**src/design/pdc_pkg.sv**
```systemverilog
package pdc_pkg;

  // Field widths fixed by the interface
  localparam int VAL_W     = 16;           // setpoint / measurement
  localparam int GAIN_W    = 24;           // gain registers
  localparam int DUTY_W    = 7;            // duty limits and result
  localparam int ERR_W     = VAL_W + 1;    // error and measurement delta
  localparam int PROD_W    = GAIN_W + 1 + ERR_W;  // signed gain x error product
  localparam int CFG_IDX_W = 3;
  localparam int CFG_DAT_W = GAIN_W;

  localparam int FRACTION_BITS_DEF = 16;

  // Angle wrap limits, degrees
  localparam int ANGLE_HALF = 180;
  localparam int ANGLE_FULL = 360;

  // Register reset values
  localparam logic [GAIN_W-1:0] KP_RST    = 24'd458752;
  localparam logic [GAIN_W-1:0] KI_RST    = 24'd2731;
  localparam logic [GAIN_W-1:0] KD_RST    = 24'd157286;
  localparam logic [DUTY_W-1:0] FLOOR_RST = 7'd2;
  localparam logic [DUTY_W-1:0] CEIL_RST  = 7'd98;

  // Register map
  typedef enum logic [CFG_IDX_W-1:0] {
    REG_KP    = 3'd0,
    REG_KI    = 3'd1,
    REG_KD    = 3'd2,
    REG_FLOOR = 3'd3,
    REG_CEIL  = 3'd4,
    REG_WRAP  = 3'd5,
    REG_RISE  = 3'd6
  } cfg_idx_t;

  // Live configuration handed to the datapath stages
  typedef struct packed {
    logic [GAIN_W-1:0] kp;
    logic [GAIN_W-1:0] ki;
    logic [GAIN_W-1:0] kd;
    logic [DUTY_W-1:0] duty_floor;
    logic [DUTY_W-1:0] duty_ceiling;
    logic              angle_wrap;
    logic              deriv_rise;
  } cfg_t;

endpackage

```
**src/design/pdc_intf.sv**
```systemverilog
// Input channel: one setpoint/measurement pair per request
interface pdc_in_if;
  logic                              valid;
  logic                              ready;
  logic signed [pdc_pkg::VAL_W-1:0]  target_value;
  logic signed [pdc_pkg::VAL_W-1:0]  measured_value;

  modport source (output valid, output target_value, output measured_value, input ready);
  modport sink   (input valid, input target_value, input measured_value, output ready);
endinterface

// Result channel: one duty value per request
interface pdc_out_if;
  logic                        valid;
  logic                        ready;
  logic [pdc_pkg::DUTY_W-1:0]  duty_percent;

  modport source (output valid, output duty_percent, input ready);
  modport sink   (input valid, input duty_percent, output ready);
endinterface

// Register write channel
interface pdc_cfg_if;
  logic                           valid;
  logic                           ready;
  logic [pdc_pkg::CFG_IDX_W-1:0]  reg_index;
  logic [pdc_pkg::CFG_DAT_W-1:0]  wdata;

  modport source (output valid, output reg_index, output wdata, input ready);
  modport sink   (input valid, input reg_index, input wdata, output ready);
endinterface

```
**src/design/pid_duty_controller_core.sv**
```systemverilog
// PID duty controller.
// in_ch carries one request per control tick: target_value and measured_value,
// signed 16-bit in the same units. out_ch returns one duty_percent (0..127,
// normally within the duty limits) for every request, in order.
// cfg_ch writes the gain, limit and mode registers by index; it is always
// ready, and writes take effect on the next request. Write only while idle.
// A request accepted on in_ch passes through the input register, the product
// register and the result register before its result shows on out_ch.
// Throughput: one request per cycle while out_ch is ready. The integral loop
// closes through one add-and-clamp stage in the result stage, which sets the
// cycle time together with the 25x17 multiplies of the product stage.
// Each stage holds its request while the stage after it is not ready, so a stall
// on out_ch fills up to three requests before in_ch.ready drops.
// Reset (rst_n low, synchronous) empties the pipeline, clears the integral
// and the stored previous measurement, and restores register defaults.
module pid_duty_controller_core #(
  parameter int FRACTION_BITS = pdc_pkg::FRACTION_BITS_DEF
) (
  input  logic      clk,
  input  logic      rst_n,
  pdc_in_if.sink    in_ch,
  pdc_out_if.source out_ch,
  pdc_cfg_if.sink   cfg_ch
);
  import pdc_pkg::*;

  cfg_t                    cfg_r;
  logic                    in_valid_r;
  logic signed [VAL_W-1:0] target_r, meas_r, prev_meas_r, last_meas_r;
  logic                    in_fire;
  logic                    prod_ready, prod_valid, acc_ready;
  logic signed [PROD_W-1:0] p_term, di_term, d_term;

  // Register writes
  assign cfg_ch.ready = 1'b1;

  always_ff @(posedge clk) begin
    if (!rst_n) begin
      cfg_r.kp           <= KP_RST;
      cfg_r.ki           <= KI_RST;
      cfg_r.kd           <= KD_RST;
      cfg_r.duty_floor   <= FLOOR_RST;
      cfg_r.duty_ceiling <= CEIL_RST;
      cfg_r.angle_wrap   <= 1'b0;
      cfg_r.deriv_rise   <= 1'b0;
    end else if (cfg_ch.valid) begin
      unique case (cfg_idx_t'(cfg_ch.reg_index))
        REG_KP:    cfg_r.kp           <= cfg_ch.wdata[GAIN_W-1:0];
        REG_KI:    cfg_r.ki           <= cfg_ch.wdata[GAIN_W-1:0];
        REG_KD:    cfg_r.kd           <= cfg_ch.wdata[GAIN_W-1:0];
        REG_FLOOR: cfg_r.duty_floor   <= cfg_ch.wdata[DUTY_W-1:0];
        REG_CEIL:  cfg_r.duty_ceiling <= cfg_ch.wdata[DUTY_W-1:0];
        REG_WRAP:  cfg_r.angle_wrap   <= cfg_ch.wdata[0];
        REG_RISE:  cfg_r.deriv_rise   <= cfg_ch.wdata[0];
        default:   cfg_r              <= cfg_r;
      endcase
    end
  end

  // Input register; the previous measurement is captured at accept time
  assign in_ch.ready = !in_valid_r || prod_ready;
  assign in_fire     = in_ch.valid && in_ch.ready;

  always_ff @(posedge clk) begin
    if (!rst_n) begin
      in_valid_r  <= 1'b0;
      last_meas_r <= '0;
    end else if (in_fire) begin
      in_valid_r  <= 1'b1;
      last_meas_r <= in_ch.measured_value;
    end else if (prod_ready) begin
      in_valid_r <= 1'b0;
    end
  end

  always_ff @(posedge clk) begin
    if (in_fire) begin
      target_r    <= in_ch.target_value;
      meas_r      <= in_ch.measured_value;
      prev_meas_r <= last_meas_r;
    end
  end

  // Error, wrap and gain products
  pdc_prod u_prod (
    .clk       (clk),
    .rst_n     (rst_n),
    .cfg       (cfg_r),
    .up_valid  (in_valid_r),
    .up_ready  (prod_ready),
    .target    (target_r),
    .meas      (meas_r),
    .prev_meas (prev_meas_r),
    .dn_valid  (prod_valid),
    .dn_ready  (acc_ready),
    .p_term    (p_term),
    .di_term   (di_term),
    .d_term    (d_term)
  );

  // Integral update, floor and clamps
  pdc_accum #(
    .FRACTION_BITS (FRACTION_BITS)
  ) u_accum (
    .clk      (clk),
    .rst_n    (rst_n),
    .cfg      (cfg_r),
    .up_valid (prod_valid),
    .up_ready (acc_ready),
    .p_term   (p_term),
    .di_term  (di_term),
    .d_term   (d_term),
    .dn_valid (out_ch.valid),
    .dn_ready (out_ch.ready),
    .duty     (out_ch.duty_percent)
  );

`ifndef SYNTHESIS
  // Stored measurement follows every accepted request
  a_last_meas: assert property (@(posedge clk) disable iff (!rst_n)
    in_fire |=> last_meas_r == $past(in_ch.measured_value))
    else $error("previous measurement not updated on accept");

  // A stalled input register keeps its request
  a_in_hold: assert property (@(posedge clk) disable iff (!rst_n)
    in_valid_r && !prod_ready |=> in_valid_r && $stable(target_r) && $stable(meas_r))
    else $error("input register lost a stalled request");

  // A new result only appears after the product stage hands one over
  a_out_src: assert property (@(posedge clk) disable iff (!rst_n)
    $rose(out_ch.valid) |-> $past(prod_valid && acc_ready))
    else $error("result raised without a request from the product stage");
`endif

endmodule

```
**src/design/pdc_prod.sv**
```systemverilog
module pdc_prod (
  input  logic                                 clk,
  input  logic                                 rst_n,
  input  pdc_pkg::cfg_t                        cfg,
  input  logic                                 up_valid,
  output logic                                 up_ready,
  input  logic signed [pdc_pkg::VAL_W-1:0]     target,
  input  logic signed [pdc_pkg::VAL_W-1:0]     meas,
  input  logic signed [pdc_pkg::VAL_W-1:0]     prev_meas,
  output logic                                 dn_valid,
  input  logic                                 dn_ready,
  output logic signed [pdc_pkg::PROD_W-1:0]    p_term,
  output logic signed [pdc_pkg::PROD_W-1:0]    di_term,
  output logic signed [pdc_pkg::PROD_W-1:0]    d_term
);
  import pdc_pkg::*;

  localparam logic signed [ERR_W-1:0] WRAP_HI   = ERR_W'(ANGLE_HALF);
  localparam logic signed [ERR_W-1:0] WRAP_LO   = -ERR_W'(ANGLE_HALF);
  localparam logic signed [ERR_W-1:0] WRAP_FULL = ERR_W'(ANGLE_FULL);

  logic signed [ERR_W-1:0]  err_raw;
  logic signed [ERR_W-1:0]  err;
  logic signed [ERR_W-1:0]  delta;
  logic signed [GAIN_W:0]   kp_s, ki_s, kd_s;
  logic signed [PROD_W-1:0] p_nxt, di_nxt, d_nxt;
  logic signed [PROD_W-1:0] p_r, di_r, d_r;
  logic                     valid_r;
  logic                     adv;

  // Error with optional single wrap by a full turn
  always_comb begin
    err_raw = {target[VAL_W-1], target} - {meas[VAL_W-1], meas};
    err     = err_raw;
    if (cfg.angle_wrap) begin
      if (err_raw > WRAP_HI) begin
        err = err_raw - WRAP_FULL;
      end else if (err_raw < WRAP_LO) begin
        err = err_raw + WRAP_FULL;
      end
    end
  end

  // Derivative on the measurement, sign selectable
  assign delta = cfg.deriv_rise
               ? ({meas[VAL_W-1], meas} - {prev_meas[VAL_W-1], prev_meas})
               : ({prev_meas[VAL_W-1], prev_meas} - {meas[VAL_W-1], meas});

  // Three independent gain multiplies
  assign kp_s   = {1'b0, cfg.kp};
  assign ki_s   = {1'b0, cfg.ki};
  assign kd_s   = {1'b0, cfg.kd};
  assign p_nxt  = kp_s * err;
  assign di_nxt = ki_s * err;
  assign d_nxt  = kd_s * delta;

  assign up_ready = !valid_r || dn_ready;
  assign adv      = up_valid && up_ready;

  // Product register
  always_ff @(posedge clk) begin
    if (!rst_n) begin
      valid_r <= 1'b0;
    end else if (adv) begin
      valid_r <= 1'b1;
    end else if (dn_ready) begin
      valid_r <= 1'b0;
    end
  end

  always_ff @(posedge clk) begin
    if (adv) begin
      p_r  <= p_nxt;
      di_r <= di_nxt;
      d_r  <= d_nxt;
    end
  end

  assign dn_valid = valid_r;
  assign p_term   = p_r;
  assign di_term  = di_r;
  assign d_term   = d_r;

endmodule

```
**src/design/pdc_accum.sv**
```systemverilog
module pdc_accum #(
  parameter int FRACTION_BITS = pdc_pkg::FRACTION_BITS_DEF
) (
  input  logic                                 clk,
  input  logic                                 rst_n,
  input  pdc_pkg::cfg_t                        cfg,
  input  logic                                 up_valid,
  output logic                                 up_ready,
  input  logic signed [pdc_pkg::PROD_W-1:0]    p_term,
  input  logic signed [pdc_pkg::PROD_W-1:0]    di_term,
  input  logic signed [pdc_pkg::PROD_W-1:0]    d_term,
  output logic                                 dn_valid,
  input  logic                                 dn_ready,
  output logic [pdc_pkg::DUTY_W-1:0]           duty
);
  import pdc_pkg::*;

  localparam int INT_W = DUTY_W + FRACTION_BITS;  // clamped integral, whole part <= 127
  localparam int ACC_W = PROD_W + 1;
  localparam int SUM_W = PROD_W + 2;

  logic [INT_W-1:0]        integral_r, integral_nxt;
  logic signed [ACC_W-1:0] acc, acc_clamped;
  logic signed [ACC_W-1:0] lim_hi, lim_lo;
  logic signed [SUM_W-1:0] total, ctl, ctl_clamped;
  logic signed [SUM_W-1:0] ceil_w, floor_w;
  logic [DUTY_W-1:0]       duty_r;
  logic                    valid_r;
  logic                    adv;

  // Integral step and full sum; the floor is an arithmetic shift
  assign acc   = ACC_W'(integral_r) + ACC_W'(di_term);
  assign total = SUM_W'(p_term) + SUM_W'(acc) + SUM_W'(d_term);
  assign ctl   = total >>> FRACTION_BITS;

  // Output clamp: ceiling first, then floor
  assign ceil_w  = SUM_W'(cfg.duty_ceiling);
  assign floor_w = SUM_W'(cfg.duty_floor);

  always_comb begin
    ctl_clamped = ctl;
    if (ctl_clamped > ceil_w) begin
      ctl_clamped = ceil_w;
    end
    if (ctl_clamped < floor_w) begin
      ctl_clamped = floor_w;
    end
  end

  // Integral clamp to the same limits, in fixed point
  assign lim_hi = ACC_W'({cfg.duty_ceiling, {FRACTION_BITS{1'b0}}});
  assign lim_lo = ACC_W'({cfg.duty_floor, {FRACTION_BITS{1'b0}}});

  always_comb begin
    acc_clamped = acc;
    if (acc_clamped > lim_hi) begin
      acc_clamped = lim_hi;
    end
    if (acc_clamped < lim_lo) begin
      acc_clamped = lim_lo;
    end
    integral_nxt = acc_clamped[INT_W-1:0];
  end

  assign up_ready = !valid_r || dn_ready;
  assign adv      = up_valid && up_ready;

  // Integral state and result register
  always_ff @(posedge clk) begin
    if (!rst_n) begin
      valid_r    <= 1'b0;
      integral_r <= '0;
    end else if (adv) begin
      valid_r    <= 1'b1;
      integral_r <= integral_nxt;
    end else if (dn_ready) begin
      valid_r <= 1'b0;
    end
  end

  always_ff @(posedge clk) begin
    if (adv) begin
      duty_r <= ctl_clamped[DUTY_W-1:0];
    end
  end

  assign dn_valid = valid_r;
  assign duty     = duty_r;

endmodule
```
**src/flat_wrapper.sv**
```systemverilog
// flat-port wrapper written by rule: the top's interface ports become plain ports
module pid_duty_controller_core_flat import pdc_pkg::*;
#(
  parameter int FRACTION_BITS = pdc_pkg::FRACTION_BITS_DEF
)
  (clk, rst_n, in_ch_valid, in_ch_target_value, in_ch_measured_value, in_ch_ready, out_ch_valid, out_ch_duty_percent, out_ch_ready, cfg_ch_valid, cfg_ch_reg_index, cfg_ch_wdata, cfg_ch_ready);
  pdc_in_if in_ch_i ();
  pdc_out_if out_ch_i ();
  pdc_cfg_if cfg_ch_i ();
  input  logic clk;
  input  logic rst_n;
  input wire logic [$bits(in_ch_i.valid)-1:0] in_ch_valid;
  input wire logic [$bits(in_ch_i.target_value)-1:0] in_ch_target_value;
  input wire logic [$bits(in_ch_i.measured_value)-1:0] in_ch_measured_value;
  output wire logic [$bits(in_ch_i.ready)-1:0] in_ch_ready;
  output wire logic [$bits(out_ch_i.valid)-1:0] out_ch_valid;
  output wire logic [$bits(out_ch_i.duty_percent)-1:0] out_ch_duty_percent;
  input wire logic [$bits(out_ch_i.ready)-1:0] out_ch_ready;
  input wire logic [$bits(cfg_ch_i.valid)-1:0] cfg_ch_valid;
  input wire logic [$bits(cfg_ch_i.reg_index)-1:0] cfg_ch_reg_index;
  input wire logic [$bits(cfg_ch_i.wdata)-1:0] cfg_ch_wdata;
  output wire logic [$bits(cfg_ch_i.ready)-1:0] cfg_ch_ready;
  assign in_ch_i.valid = in_ch_valid;
  assign in_ch_i.target_value = in_ch_target_value;
  assign in_ch_i.measured_value = in_ch_measured_value;
  assign in_ch_ready = in_ch_i.ready;
  assign out_ch_valid = out_ch_i.valid;
  assign out_ch_duty_percent = out_ch_i.duty_percent;
  assign out_ch_i.ready = out_ch_ready;
  assign cfg_ch_i.valid = cfg_ch_valid;
  assign cfg_ch_i.reg_index = cfg_ch_reg_index;
  assign cfg_ch_i.wdata = cfg_ch_wdata;
  assign cfg_ch_ready = cfg_ch_i.ready;
  pid_duty_controller_core #(.FRACTION_BITS(FRACTION_BITS)) u_core (.clk(clk), .rst_n(rst_n), .in_ch(in_ch_i), .out_ch(out_ch_i), .cfg_ch(cfg_ch_i));
endmodule
```
**config.mk**
```make
export PLATFORM = sky130hd
export DESIGN_NAME = pid_duty_controller_core_flat
export DESIGN_NICKNAME = d
export VERILOG_FILES = /design/src/design/pdc_pkg.sv /design/src/design/pdc_intf.sv /design/src/design/pid_duty_controller_core.sv /design/src/design/pdc_prod.sv /design/src/design/pdc_accum.sv /design/src/flat_wrapper.sv
export SDC_FILE = /design/constraint.sdc
export NUM_CORES = 2
export LEC_CHECK = 0
export ABC_CLOCK_PERIOD_IN_PS = 18600
export BUFFER_PORTS_ARGS = -buffer_cell sky130_fd_sc_hd__buf_2
export CORE_MARGIN = 1
export CORE_UTILIZATION = 35
export DETAILED_ROUTE_END_ITERATION = 8
export MAX_ROUTING_LAYER = met4
export PLACE_DENSITY_LB_ADDON = 0.05
export SKIP_CTS_REPAIR_TIMING = 1
export SYNTH_ARGS = -nofsm -noshare
export SYNTH_HDL_FRONTEND = slang
export SYNTH_HIERARCHICAL = 1
export SYNTH_SLANG_ARGS = --single-unit
```
**constraint.sdc**
```tcl
create_clock -name clk -period 18.6 [get_ports clk]
set_input_delay 0.93 -clock clk [delete_from_list [all_inputs] [get_ports clk]]
set_output_delay 0.93 -clock clk [all_outputs]
set_load 0.02 [all_outputs]
```
==> results.py <==
metrics = {
    "outcome": {
        "status": "completed",
    },
    "grt": {
        "grt_first_pass_wirelength_um": 309000,
        "overflow": 0,
        "track_usage_pct": 23.48,
        "grt_pass1_vias": 49040,
        "grt_max_degree": 80,
        "antenna_found_initial": 18,
    },
    "yosys": {
        "syn-num-nets": 8515,
        "yosys_warnings": 6,
        "synth-edff-count": 181,
        "yosys.area.top_type": "fa_1",
        "avgSynthCellArea_um2": 8.985,
        "synth_mux_area_share_pct": 1.415,
        "synth_most_common_cell": "inv_1",
        "yosysTopAreaCellShare_pct": 33.61,
        "netlist_instances": 6849,
        "syn_area_mm2": 0.06154,
        "ys_seq_elements": 311,
        "synth_top_family_by_area": "adder cells",
        "synth_fa_ha_area_share_pct": 45.17,
        "synth_commonest_cells": "inv_1, fa_1, nand2_1",
        "synth-xor-area-share_pct": 2.741,
        "synth.area.top_cells": "fa_1, ha_1, edfxtp_1",
        "synth_compound_area_share_pct": 10.63,
        "synth_ff_type": "edfxtp_1",
        "yosysSeqAreaShare_pct": 13.06,
        "async_reset_ff_share_pct": 0,
        "ys_types": 124,
        "synthSimpleGateAreaFrac_pct": 16.84,
    },
    "final_layout": {
        "drive_above_1_share_pct": 6.150,
        "syn2layout_area_growth_pct": 7.370,
        "multi_input_area_mm2": 0.04765,
        "fillCellCount": 17960,
        "seq_area_mm2": 0.008038,
        "final_net_count": 8394,
    },
    "drt": {
        "routedWlPerCell_um": 22.09,
        "first_iter_violations": 2481,
        "drt-total-wl_um": 201000,
        "vias": 46320,
        "first_pass_iters": 5,
        "vias_per_cell": 5.089,
        "final_antenna_net_count": 0,
        "drcViolationCount": 0,
    },
    "critical_path": {
        "critical_path.max_stage_delay_ps": 670,
        "r2r_slack_ps": 7330,
        "required_ps": 18960,
        "criticalPathCategory": "register to register",
        "r2r_cells": 36,
        "timing.rr.end": "u_core/u_prod/p_term[40]",
        "crit_fanout": 49,
        "end_kind": "register",
        "worst-endpoint-arrival_ps": 11630,
        "crit_slowest_cell": "a2111oi_0",
        "cpMostUsedCell": "inv_1",
        "r2r_start": "u_core/target_r[0]",
        "cp-start-kind": "register",
    },
    "hold_path": {
        "hold_depth": 0,
        "min_delay_worst_endpoint": "u_core/prev_meas_r[14]",
        "hold_start": "u_core/last_meas_r[14]",
        "hp-class": "register to register",
    },
    "floorplanning": {
        "ioPinCount": 74,
        "core_mm2": 0.1742,
        "die_x_um": 421.3,
        "die_h_um": 421.3,
        "fp-row-count": 153,
        "initial_utilization_pct": 35.33,
        "die-area_mm2": 0.1775,
    },
    "cts": {
        "cts_tree": "built",
        "clk_pin_slew_ps": 60,
        "htreeDepth": 2,
        "clock_path_buffers": 3,
        "cts-buffers-inserted": 44,
        "cts.sinks": 311,
        "ctsRootBufferMaster": "clkbuf_16",
        "clk_latency_ps": 650,
    },
    "timing": {
        "period_needed_ps": 11270,
        "slew_headroom_pct": 25.09,
        "skew_ps": 48.12,
        "hold_viol": 0,
        "tns_ps": 0,
        "finalCritPeriodShare_pct": 60.60,
        "tightest_slew_ps": 1117,
        "max_freq_mhz": 88.73,
        "setup_violations": 0,
        "whs_ps": 427.6,
        "rsz0062_at_grt": "no",
        "final_max_slew_viol_count": 0,
    },
    "flow_run": {
        "maxCapViolations": 0,
    },
    "place": {
        "routabilityCongestion": 0.8517,
        "hpwl_um": 160600,
        "portBuffers": 72,
    },
}
==> logic make-up (layout without fill, tap and decap cells) <==
kind of cell / count (synthesis) / count (layout)
other: 1 / 13
DFF: 311 / 311
AOI/OAI and AO/OA: 949 / 949
adders and majority gates: 1602 / 1602
and+or+nand+nor: 2101 / 2101
buffers and inverters: 1613 / 1528
xor gates and xnor gates: 187 / 187
muxes: 85 / 85
==> how the worst max path moves through the flow <==
| stage | start | to | cells past startpoint |
|---|---|---|---|
| 2_1_floorplan | u_core/target_r[0] | u_core/u_prod/p_term[40] | 39 |
| 3_3_place_gp | u_core/target_r[0] | u_core/u_prod/p_term[40] | 36 |
| 3_5_place_dp | u_core/target_r[0] | u_core/u_prod/p_term[40] | 36 |
| 4_1_cts | u_core/target_r[0] | u_core/u_prod/p_term[40] | 36 |
| 5_1_grt | u_core/target_r[0] | u_core/u_prod/p_term[40] | 36 |
| 6_report | u_core/target_r[0] | u_core/u_prod/p_term[40] | 36 |
==> per-layer routing <==
metal  track usage [%]  wire [um]  part of all wire [%]
met1             30.55      91340                    45
met2             39.52      98400                    49
met3             1.768       5705                   2.8
met4             5.933       5590                   2.8
met5                 -          0                     0
==> sequential cells by signal, indices dropped and copies added (netlist names) <==
name and flops:
u_core/u_prod/d_term 42, u_core/u_accum/integral_r 23, u_core/u_accum/dn_valid 1, u_core/target_r 16
u_core/u_prod/dn_valid 1, u_core/prev_meas_r 16, u_core/cfg_r 88, u_core/u_prod/di_term 42
u_core/meas_r 16, u_core/u_accum/duty 7, u_core/in_valid_r 1, u_core/last_meas_r 16
u_core/u_prod/p_term 42
==> cells in the final DEF (no fill, tap or decap), drive strengths merged, types with 16 or more instances in the layout <==
cell / n
a211oi: 43
a21bo: 19
a21boi: 49
a21o: 91
a21oi: 208
a31oi: 21
a32oi: 18
and2: 392
and3: 33
buf: 183
clkbuf: 55
clkinv: 17
dfxtp: 130
edfxtp: 181
fa: 1033
ha: 569
inv: 1266
mux2: 16
mux2i: 69
nand2: 873
nand2b: 42
nand3: 168
nand4: 46
nor2: 196
nor2b: 146
nor3: 68
nor4: 23
o2111ai: 32
o211ai: 28
o21a: 42
o21ai: 213
o21bai: 22
o31ai: 20
or2: 43
or3: 22
xnor2: 128
xor2: 59
==> through the flow <==
step           instances  setup slack, ps  util [%]  area, um^2
5_1_grt             9096             6557     37.92       66060
3_5_place_dp        9007             7397     37.05       64540
2_1_floorplan       6849             9121         -       61540
3_3_place_gp        9007             7381     37.05       64540
6_report            9101             7329     37.93       66070
4_1_cts             9089             7324     37.91       66040
==> critical path, delay by kind of cell (launching register included) <==
kind / cells / cell delay, ps
AOI/OAI and AO/OA: 11 / 3780
DFF: 1 / 370
and+or+nand+nor: 5 / 1220
buffers and inverters: 8 / 950
adders and majority gates: 9 / 3870
xor gates and xnor gates: 3 / 720
==> cell type report <==
class | instances | share of cell area [%]
Tap cell | 2325 | 4.403
Clock buffer | 55 | 1.807
Multi-Input combinational cell | 4925 | 72.12
Timing Repair Buffer | 183 | 1.816
Inverter | 1263 | 7.175
Clock inverter | 27 | 0.4677
Antenna cell | 12 | 0.04545
Sequential cell | 311 | 12.16
Power is not shown: default switching activity piles up to over one toggle a cycle in this logic, so the estimate is an artifact.
